--- src/esbc_pkg.sv ---
// ----------------------------------------------------------------------------
// esbc_pkg
// Shared types and constants of the ELF segment bounds checker: item and
// result payloads, status codes, register indexes and the page geometry.
// ----------------------------------------------------------------------------
`default_nettype none

package esbc_pkg;

    // page geometry and segment limit
    localparam int unsigned PAGE_SHIFT   = 12;
    localparam int unsigned MAX_SEGMENTS = 16;
    localparam int unsigned CNT_W        = $clog2(MAX_SEGMENTS + 1);

    localparam logic [63:0] PAGE_MASK = (64'd1 << PAGE_SHIFT) - 64'd1;

    // reset values of the configuration registers
    localparam logic [31:0] FILE_SIZE_RST    = 32'd1;
    localparam logic [63:0] ENTRY_ADDR_RST   = 64'd0;
    localparam logic [63:0] USER_FLOOR_RST   = 64'd4096;
    localparam logic [63:0] USER_CEIL_RST    = 64'h0000_7FFF_FFFF_FFFF;
    localparam logic [63:0] SPAN_LIMIT_RST   = 64'd1073741824;
    localparam logic [63:0] MAPPED_LIMIT_RST = 64'd1073741824;

    // item kinds
    localparam logic KIND_SEG = 1'b0;
    localparam logic KIND_END = 1'b1;

    // permission bits in seg_flags
    localparam int unsigned FLAG_X = 0;
    localparam int unsigned FLAG_W = 1;

    typedef enum logic [2:0] {
        ST_OK       = 3'd0,
        ST_TOO_MANY = 3'd1,
        ST_INVALID  = 3'd2,
        ST_WX       = 3'd3,
        ST_RANGE    = 3'd4,
        ST_NO_SEG   = 3'd5,
        ST_ENTRY    = 3'd6
    } t_status;

    typedef enum logic [2:0] {
        CFG_FILE_SIZE    = 3'd0,
        CFG_ENTRY_ADDR   = 3'd1,
        CFG_USER_FLOOR   = 3'd2,
        CFG_USER_CEIL    = 3'd3,
        CFG_SPAN_LIMIT   = 3'd4,
        CFG_MAPPED_LIMIT = 3'd5
    } t_cfg_idx;

    // one input item
    typedef struct packed {
        logic        kind;
        logic [2:0]  seg_flags;
        logic [63:0] seg_offset;
        logic [63:0] seg_file_len;
        logic [63:0] seg_mem_len;
        logic [63:0] seg_vaddr;
    } t_seg_item;

    // one result item
    typedef struct packed {
        logic [2:0]  status;
        logic        verdict;
        logic [4:0]  seg_total;
        logic [63:0] image_base;
        logic [63:0] image_len;
        logic        entry_ok;
    } t_res_item;

    // configuration seen by the segment checks
    typedef struct packed {
        logic [31:0] file_size;
        logic [63:0] entry_address;
        logic [63:0] user_floor;
        logic [63:0] user_ceiling;
        logic [63:0] span_limit;
    } t_chk_cfg;

    // stateless check results of one item
    typedef struct packed {
        logic        kind_end;
        t_status     fault;
        logic        empty;
        logic [63:0] pstart;
        logic [63:0] pend;
        logic        hit;
    } t_seg_chk;

    // segment count folded to the 5-bit result field
    function automatic logic [4:0] cnt_to_total(input logic [CNT_W-1:0] cnt);
        logic [31:0] wide;
        wide = 32'(cnt);
        return wide[4:0];
    endfunction

endpackage

`default_nettype wire

--- src/esbc_in_if.sv ---
// ----------------------------------------------------------------------------
// esbc_in_if
// Valid/ready channel that carries segment descriptors and end markers.
// ----------------------------------------------------------------------------
`default_nettype none

interface esbc_in_if;
    import esbc_pkg::*;

    logic      valid;
    logic      ready;
    t_seg_item data;

    modport source (output valid, output data, input ready);
    modport sink   (input valid, input data, output ready);
endinterface

`default_nettype wire

--- src/esbc_out_if.sv ---
// ----------------------------------------------------------------------------
// esbc_out_if
// Valid/ready channel that carries check results and image verdicts.
// ----------------------------------------------------------------------------
`default_nettype none

interface esbc_out_if;
    import esbc_pkg::*;

    logic      valid;
    logic      ready;
    t_res_item data;

    modport source (output valid, output data, input ready);
    modport sink   (input valid, input data, output ready);
endinterface

`default_nettype wire

--- src/esbc_seg_check.sv ---
// ----------------------------------------------------------------------------
// esbc_seg_check
// Per-segment checks that do not depend on the running image state: file
// range, write-plus-execute, end address overflow, page rounding, span and
// user window, and whether the entry point falls inside the segment.
// ----------------------------------------------------------------------------
`default_nettype none

module esbc_seg_check (
    input  var esbc_pkg::t_seg_item i_item,
    input  var esbc_pkg::t_chk_cfg  i_cfg,
    output var esbc_pkg::t_seg_chk  o_chk
);
    import esbc_pkg::*;

    logic [64:0] seg_end_w;
    logic [64:0] rnd_w;
    logic [63:0] seg_end;
    logic [63:0] pstart;
    logic [63:0] pend;
    logic [63:0] fsize;
    logic        bad_file;
    logic        empty;
    logic        wx;
    logic        bad_addr;
    logic        bad_win;

    // end address and page-rounded end, carry out means overflow
    assign seg_end_w = {1'b0, i_item.seg_vaddr} + {1'b0, i_item.seg_mem_len};
    assign seg_end   = seg_end_w[63:0];
    assign rnd_w     = {1'b0, seg_end} + {1'b0, PAGE_MASK};
    assign pstart    = i_item.seg_vaddr & ~PAGE_MASK;
    assign pend      = rnd_w[63:0] & ~PAGE_MASK;

    // file range
    assign fsize    = {32'd0, i_cfg.file_size};
    assign bad_file = (i_item.seg_file_len > i_item.seg_mem_len)
                   || (i_item.seg_offset > fsize)
                   || (i_item.seg_file_len > (fsize - i_item.seg_offset));

    assign empty = (i_item.seg_mem_len == 64'd0);
    assign wx    = i_item.seg_flags[FLAG_W] && i_item.seg_flags[FLAG_X];

    assign bad_addr = seg_end_w[64] || (seg_end <= i_item.seg_vaddr) || rnd_w[64];
    assign bad_win  = (pstart < i_cfg.user_floor)
                   || (pend <= pstart)
                   || ((pend - pstart) > i_cfg.span_limit)
                   || ((pend - 64'd1) > i_cfg.user_ceiling);

    // first failing check in priority order
    always_comb begin
        o_chk.kind_end = (i_item.kind == KIND_END);
        o_chk.empty    = 1'b0;
        o_chk.pstart   = pstart;
        o_chk.pend     = pend;
        o_chk.hit      = i_item.seg_flags[FLAG_X]
                      && (i_cfg.entry_address >= i_item.seg_vaddr)
                      && (i_cfg.entry_address < seg_end);
        if (bad_file) begin
            o_chk.fault = ST_INVALID;
        end else if (empty) begin
            o_chk.fault = ST_OK;
            o_chk.empty = 1'b1;
        end else if (wx) begin
            o_chk.fault = ST_WX;
        end else if (bad_addr || bad_win) begin
            o_chk.fault = ST_RANGE;
        end else begin
            o_chk.fault = ST_OK;
        end
    end

endmodule

`default_nettype wire

--- src/elf_segment_bounds_checker_unit.sv ---
// ----------------------------------------------------------------------------
// elf_segment_bounds_checker_unit
// Checks ELF loadable-segment descriptors and gives a verdict per image.
//
// Usage:
//  - i_item takes one segment descriptor (kind 0) or an end-of-image marker
//    (kind 1) per handshake; o_result returns exactly one result per item,
//    in order. Segment results carry the sticky first fault and the running
//    base, length, count and entry flag; the marker's result has verdict 1,
//    the final status, and clears the image state.
//  - Three register stages: input register, check register, result
//    register. A result becomes valid once its item has passed through
//    all three in turn.
//  - Throughput is one item per cycle while the receiver takes results; the
//    state update (min/max, count, sticky fault) is combinational between
//    the check and result registers.
//  - A stalled receiver holds the result register; up to two more items are
//    taken into the input and check registers before i_item.ready drops.
//  - Reset (i_rst_n low, synchronous) empties the pipeline, clears the image
//    state and loads the register defaults. Registers are written through
//    i_cfg_we/i_cfg_idx/i_cfg_data; the user must write them only while
//    the block is idle (not enforced by the block); unknown indexes are ignored.
// ----------------------------------------------------------------------------
`default_nettype none

module elf_segment_bounds_checker_unit (
    input  var logic          i_clk,
    input  var logic          i_rst_n,
    input  var logic          i_cfg_we,
    input  var logic [2:0]    i_cfg_idx,
    input  var logic [63:0]   i_cfg_data,
    esbc_in_if.sink           i_item,
    esbc_out_if.source        o_result
);
    import esbc_pkg::*;

    // configuration registers
    logic [31:0] r_file_size;
    logic [63:0] r_entry_address;
    logic [63:0] r_user_floor;
    logic [63:0] r_user_ceiling;
    logic [63:0] r_span_limit;
    logic [63:0] r_mapped_limit;

    // pipeline registers
    logic      r_in_v;
    t_seg_item r_in;
    logic      r_chk_v;
    t_seg_chk  r_chk;
    logic      r_out_v;
    t_res_item r_out;

    // image state
    t_status        r_fault,  n_fault;
    logic [CNT_W-1:0] r_cnt,  n_cnt;
    logic [63:0]    r_low,    n_low;
    logic [63:0]    r_high,   n_high;
    logic           r_hit,    n_hit;

    t_chk_cfg  chk_cfg;
    t_seg_chk  chk;
    t_res_item n_out;
    logic      out_free;
    logic      adv_chk;
    logic      chk_free;
    logic      adv_in;
    logic [63:0] cur_len;

    // handshake across the three stages
    assign out_free = !r_out_v || o_result.ready;
    assign adv_chk  = r_chk_v && out_free;
    assign chk_free = !r_chk_v || adv_chk;
    assign adv_in   = r_in_v && chk_free;

    assign i_item.ready   = !r_in_v || adv_in;
    assign o_result.valid = r_out_v;
    assign o_result.data  = r_out;

    // configuration writes
    always_ff @(posedge i_clk) begin
        if (!i_rst_n) begin
            r_file_size     <= FILE_SIZE_RST;
            r_entry_address <= ENTRY_ADDR_RST;
            r_user_floor    <= USER_FLOOR_RST;
            r_user_ceiling  <= USER_CEIL_RST;
            r_span_limit    <= SPAN_LIMIT_RST;
            r_mapped_limit  <= MAPPED_LIMIT_RST;
        end else if (i_cfg_we) begin
            case (t_cfg_idx'(i_cfg_idx))
                CFG_FILE_SIZE:    r_file_size     <= i_cfg_data[31:0];
                CFG_ENTRY_ADDR:   r_entry_address <= i_cfg_data;
                CFG_USER_FLOOR:   r_user_floor    <= i_cfg_data;
                CFG_USER_CEIL:    r_user_ceiling  <= i_cfg_data;
                CFG_SPAN_LIMIT:   r_span_limit    <= i_cfg_data;
                CFG_MAPPED_LIMIT: r_mapped_limit  <= i_cfg_data;
                default: ;
            endcase
        end
    end

    // stateless per-segment checks
    assign chk_cfg.file_size     = r_file_size;
    assign chk_cfg.entry_address = r_entry_address;
    assign chk_cfg.user_floor    = r_user_floor;
    assign chk_cfg.user_ceiling  = r_user_ceiling;
    assign chk_cfg.span_limit    = r_span_limit;

    esbc_seg_check u_check (
        .i_item (r_in),
        .i_cfg  (chk_cfg),
        .o_chk  (chk)
    );

    // image length from the current state
    assign cur_len = (r_high > r_low) ? (r_high - r_low) : 64'd0;

    // state update and result for the item in the check register
    always_comb begin
        n_fault = r_fault;
        n_cnt   = r_cnt;
        n_low   = r_low;
        n_high  = r_high;
        n_hit   = r_hit;
        n_out   = '0;
        if (!r_chk.kind_end) begin
            if (r_fault == ST_OK) begin
                if (r_cnt >= CNT_W'(MAX_SEGMENTS)) begin
                    n_fault = ST_TOO_MANY;
                end else begin
                    n_cnt = r_cnt + CNT_W'(1);
                    if (r_chk.fault != ST_OK) begin
                        n_fault = r_chk.fault;
                    end else if (!r_chk.empty) begin
                        if ((r_low == 64'd0) || (r_chk.pstart < r_low)) begin
                            n_low = r_chk.pstart;
                        end
                        if (r_chk.pend > r_high) begin
                            n_high = r_chk.pend;
                        end
                        if (r_chk.hit) begin
                            n_hit = 1'b1;
                        end
                    end
                end
            end
            n_out.status     = n_fault;
            n_out.verdict    = 1'b0;
            n_out.seg_total  = cnt_to_total(n_cnt);
            n_out.image_base = n_low;
            n_out.image_len  = (n_high > n_low) ? (n_high - n_low) : 64'd0;
            n_out.entry_ok   = n_hit;
        end else begin
            n_out.verdict    = 1'b1;
            n_out.seg_total  = cnt_to_total(r_cnt);
            n_out.image_base = r_low;
            n_out.image_len  = cur_len;
            n_out.entry_ok   = r_hit;
            if (r_fault != ST_OK) begin
                n_out.status = r_fault;
            end else if ((r_cnt == '0) || (r_low == 64'd0) || (r_high <= r_low)) begin
                n_out.status     = ST_NO_SEG;
                n_out.seg_total  = 5'd0;
                n_out.image_base = 64'd0;
                n_out.image_len  = 64'd0;
                n_out.entry_ok   = 1'b0;
            end else if (!r_hit) begin
                n_out.status = ST_ENTRY;
            end else if (cur_len > r_mapped_limit) begin
                n_out.status = ST_RANGE;
            end else begin
                n_out.status = ST_OK;
            end
            // verdict closes the image
            n_fault = ST_OK;
            n_cnt   = '0;
            n_low   = 64'd0;
            n_high  = 64'd0;
            n_hit   = 1'b0;
        end
    end

    // pipeline valids and image state
    always_ff @(posedge i_clk) begin
        if (!i_rst_n) begin
            r_in_v  <= 1'b0;
            r_chk_v <= 1'b0;
            r_out_v <= 1'b0;
            r_fault <= ST_OK;
            r_cnt   <= '0;
            r_low   <= 64'd0;
            r_high  <= 64'd0;
            r_hit   <= 1'b0;
        end else begin
            if (i_item.ready) begin
                r_in_v <= i_item.valid;
            end
            if (chk_free) begin
                r_chk_v <= r_in_v;
            end
            if (out_free) begin
                r_out_v <= r_chk_v;
            end
            if (adv_chk) begin
                r_fault <= n_fault;
                r_cnt   <= n_cnt;
                r_low   <= n_low;
                r_high  <= n_high;
                r_hit   <= n_hit;
            end
        end
    end

    // payload registers
    always_ff @(posedge i_clk) begin
        if (i_item.valid && i_item.ready) begin
            r_in <= i_item.data;
        end
        if (adv_in) begin
            r_chk <= chk;
        end
        if (adv_chk) begin
            r_out <= n_out;
        end
    end

endmodule

`default_nettype wire
--- src/flat_wrapper.sv ---
// flat-port wrapper written by rule: the top's interface ports become plain ports
module elf_segment_bounds_checker_unit_flat import esbc_pkg::*;
  (i_clk, i_rst_n, i_cfg_we, i_cfg_idx, i_cfg_data, i_item_valid, i_item_data, i_item_ready, o_result_valid, o_result_data, o_result_ready);
  esbc_in_if i_item_i ();
  esbc_out_if o_result_i ();
  input  var logic i_clk;
  input  var logic i_rst_n;
  input  var logic i_cfg_we;
  input  var logic [2:0] i_cfg_idx;
  input  var logic [63:0] i_cfg_data;
  input wire logic [$bits(i_item_i.valid)-1:0] i_item_valid;
  input wire logic [$bits(i_item_i.data)-1:0] i_item_data;
  output wire logic [$bits(i_item_i.ready)-1:0] i_item_ready;
  output wire logic [$bits(o_result_i.valid)-1:0] o_result_valid;
  output wire logic [$bits(o_result_i.data)-1:0] o_result_data;
  input wire logic [$bits(o_result_i.ready)-1:0] o_result_ready;
  assign i_item_i.valid = i_item_valid;
  assign i_item_i.data = i_item_data;
  assign i_item_ready = i_item_i.ready;
  assign o_result_valid = o_result_i.valid;
  assign o_result_data = o_result_i.data;
  assign o_result_i.ready = o_result_ready;
  elf_segment_bounds_checker_unit u_core (.i_clk(i_clk), .i_rst_n(i_rst_n), .i_cfg_we(i_cfg_we), .i_cfg_idx(i_cfg_idx), .i_cfg_data(i_cfg_data), .i_item(i_item_i), .o_result(o_result_i));
endmodule
--- config.mk ---
export PLATFORM = sky130hd
export DESIGN_NAME = elf_segment_bounds_checker_unit_flat
export DESIGN_NICKNAME = d
export VERILOG_FILES = /design/src/esbc_pkg.sv /design/src/esbc_in_if.sv /design/src/esbc_out_if.sv /design/src/esbc_seg_check.sv /design/src/elf_segment_bounds_checker_unit.sv /design/src/flat_wrapper.sv
export SDC_FILE = /design/constraint.sdc
export NUM_CORES = 2
export LEC_CHECK = 0
export ABC_AREA = 1
export BUFFER_PORTS_ARGS = -buffer_cell sky130_fd_sc_hd__buf_2
export CAP_MARGIN = 30
export CORE_UTILIZATION = 50
export CTS_BUF_LIST = sky130_fd_sc_hd__clkbuf_4
export DETAILED_ROUTE_END_ITERATION = 12
export GPL_TIMING_DRIVEN = 0
export PLACE_DENSITY = 0.68
export SETUP_SLACK_MARGIN = 0.05
export SLEW_MARGIN = 20
export SYNTH_ARGS = -nofsm -noshare
export SYNTH_HDL_FRONTEND = slang
export SYNTH_SLANG_ARGS = --single-unit
--- constraint.sdc ---
create_clock -name i_clk -period 19.4 [get_ports i_clk]
set_input_delay 0.97 -clock i_clk [delete_from_list [all_inputs] [get_ports i_clk]]
set_output_delay 0.97 -clock i_clk [all_outputs]
set_load 0.02 [all_outputs]
==> metrics.md <==
| Metric | Value |
|---|---|
| Status | `finished clean` |
| MaxCap Viol Count | `0` |
| Die extent in y | `about 390 microns` |
| Critical path's most frequent cell | `nand2_1` |
| Post-CTS setup buffers | `0` |
| Global-route wire length before repair | `approximately 470,000 microns` |
| Slowest stage delay, CP | `820 ps` |
| Max reg flops | `259` |
| H-tree Lvls | `5` |
| Critical setup path kind | `flop to flop` |
| Adder-cell share of the synthesized area | `0.153` |
| Post-synth EDFFs | `~510` |
| Synth Area in Simple Gates | `0.245` |
| Synth async-reset ratio | `0` |
| Total power | `6.24 mW` |
| Crit. End Element | `flop` |
| Top cell type's share of synthesized area | `0.201` |
| Crit path required time | `approximately 20,000 ps` |
| Critical R2R Launch | `u_core.r_in[64]$_DFFE_PP_` |
| Clock transition at the registers of the reported paths | `70 ps` |
| Vias in the first global route | `about 77,000` |
| Multiplexer share of the synthesized area | `0` |
| FF+latch count, synth | `approximately 1,000` |
| Top reg by flops | `u_core.r_in` |
| Fraction of layout cells with a size suffix above 1 | `0.110` |
| Synth cell types | `69` |
| Leakage power | `42.1 nW` |
| Critical path origin | `u_core.r_in[64]$_DFFE_PP_` |
| Synth Area in Compound Gates | `0.155` |
| Finished Core Util | `0.584` |
| Insertion delay to the later sink of the worst-skew pair | `roughly 1400 ps` |
| Via count | `78,400` |
| Clock Tree Buf Depth | `4` |
| Top post-synthesis cells by area | `edfxtp_1 20%, ha_1 15%, dfxtp_1 13%` |
| Setup Viol. Count Final | `0` |
| Slew headroom | `0.188` |
| Clock Tree Root | `clkbuf_4` |
| Largest family of logic cells by synthesized area | `simple AND/OR/NAND/NOR gates` |
| PD cells | `71.2 mW/mm^2` |
| Die W | `between 300 and 400 microns` |
| Clock Sinks | `999` |
| HPWL after DPL | `between 200,000 and 300,000 microns` |
| Finished layout cell area | `about 0.088 sq mm` |
| Ys flop type | `edfxtp_1` |
| VDD IR max | `0.0777 mV` |
| Via/cell ratio | `5.75` |
| Initial core utilization | `0.505` |
| Worst-margin pin slew | `1200 ps` |
| RSZ-0062 raised after global routing | `false` |
| DRC viols | `0` |
| Fin crit period | `10,930 ps` |
| Hold Crit Start | `i_cfg_data[22]` |
| I/O Buffers | `469` |
| Post-Synth XOR/XNOR Area | `0.0276` |
| Worst path slowest cell | `o41ai_2` |
| WL/cell | `around 24 microns` |
| Upper clock frequency limit | `91.5 MHz` |
| Syn avg cell area | `about 7.4 sq um` |
| Core ar. | `0.150 sq mm` |
| Synth warn | `0` |
| Slew Limit Fails | `0` |
| Global Route Usage Sum | `0.415` |
| Setup TNS | `0 ps` |
| Post-layout net count | `12,700` |
| Final period util | `0.564` |
| Synth area leader | `edfxtp_1` |
| Drt first pass iters | `8` |
| DRT Wirelength | `326,000 microns` |
| Layout area overhead | `15.7%` |
| Cts bufs inserted | `283` |
| Num rows | `142` |
| CP Max Fanout | `5` |
| DRT iter0 DRCs | `~7,100` |
| Area after DPL | `0.0810 sq mm` |
| Gr ovfl total | `0` |
| Post-Syn Nets | `11,600` |
| Fin. Hold Viols | `0` |
| IO Pins | `472` |
| Hold Crit Class | `input pin to flop` |
| Routability congestion estimate | `1.10` |
| Synthesized area | `0.0758 sq mm` |
| Layout filler cell count | `13,800` |
| CTS tree | `yes` |
| Initial antenna violation count | `23` |
| Routed Antenna Nets | `0` |
| Largest net degree at the start of global routing | `between 100 and 150` |
| Setup Skew | `approximately 120 ps` |
| Mapped Cells | `approximately 10,000` |
| Worst Setup Start Kind | `flop` |
| Sequential-to-total area share from yosys stat | `0.331` |
| Die area | `0.153 sq mm` |
| Critical path arrival | `11,960 ps` |
==> cell type report <==
| class | count | area (sq um) | share of cell area |
|---|---|---|---|
| clock inverters | 68 | 413 | 0.00471 |
| clock buffers | 400 | 3000 | 0.0343 |
| well taps | 2016 | 2520 | 0.0288 |
| diodes | 28 | 70.1 | 0.000799 |
| plain buffers | 217 | 840 | 0.00958 |
| repair buffers | 806 | 5800 | 0.0662 |
| inverters | 1555 | 5850 | 0.0668 |
| flip-flops and latches | 999 | 25100 | 0.286 |
| multi-input cells | 7532 | 44100 | 0.503 |
==> where the power goes <==
part	total (mW)	switching [mW]	internal, mW
Clock	1.97	0.961	1.01
Combinational	1.87	1.27	0.601
Sequential	2.40	0.0810	2.31
==> metrics by stage <==
step	cells	hold WS (ps)	setup slack [ps]
final	13600	137	8470
after global routing	13600	67.5	8120
after CTS	13600	3.31	8930
after detailed placement	12800	437	8920
after global placement	12800	402	7940
after floorplan	10300	400	12370
==> cell families after synthesis <==
logic type	count (synthesis)
AO/OA/AOI/OAI	2142
XOR/XNOR	239
adder cells (fa/ha/maj)	926
AND/OR/NAND/NOR	4225
buffers and inverters	1772
flip-flops	999
==> final timing paths <==
check                                           endpoint  slack, ps  cells after the start
setup / recovery         u_core.r_chk[132]$_SDFFCE_PP0P_       8470                     41
hold / removal    u_core.r_mapped_limit[22]$_SDFFE_PN0P_        140                      3
setup reg to reg         u_core.r_chk[132]$_SDFFCE_PP0P_       8470                     41
hold reg to reg      u_core.o_result.data[134]$_DFFE_PP_        450                      0
==> synthesized netlist by cell type, types with 15 or more instances <==
master / instances
nand2_1: 2158
inv_1: 1518
a21oi_1: 976
ha_1: 921
nor2_1: 903
o21ai_0: 719
edfxtp_1: 507
dfxtp_1: 492
nand3_1: 444
clkbuf_1: 196
nand4_1: 174
xor2_1: 154
nand2_2: 114
a31oi_1: 107
nor3_1: 106
xnor2_1: 85
nor4_1: 76
a211oi_1: 60
nand3b_1: 60
or2_2: 49
nor2_2: 46
o21ai_1: 45
o211ai_1: 38
o221ai_1: 34
nor2_4: 33
o21a_1: 33
inv_2: 26
a21o_1: 24
nand3_2: 21
a21boi_0: 19
o2111ai_1: 17
o21bai_1: 15
==> layer usage <==
metal	track usage	part of all wire	vias up
met5	0	0.000064	-
met4	0.328	0.090	4
met3	0.0670	0.080	916
met2	0.678	0.45	4005
met1	0.485	0.38	36400
li1	-	-	37100
==> cells in the final DEF (no fill, tap or decap), types with 107 or more instances in the layout <==
cell type	synthesis	final
buf_2	9	484
dfxtp_1	492	492
clkbuf_1	196	191
nand4_1	174	174
a21oi_1	976	975
o21ai_0	719	717
nand2_1	2158	2158
a31oi_1	107	107
ha_1	921	921
clkbuf_4	0	401
edfxtp_1	507	507
nor2_1	903	900
dlygate4sd3_1	0	314
nand2_2	114	114
xor2_1	154	154
inv_1	1518	1516
nand3_1	444	444
==> critical path: cells and delay by family (launching register included) <==
family	cells	cell delay, ps
AOI/OAI and AO/OA	11	4200
xor gates and xnor gates	1	100
adders and majority gates	4	1450
buffers and inverters	4	620
DFF	1	690
and+or+nand+nor	21	3600
==> timing repair <==
| item | 4_1_cts | 5_1_grt |
|---|---|---|
| hold buffers | 314 | 0 |
| hold endpoints to repair | 441 | 0 |
| resized for setup | 0 | 0 |
Power figures use the tool's default switching activity.
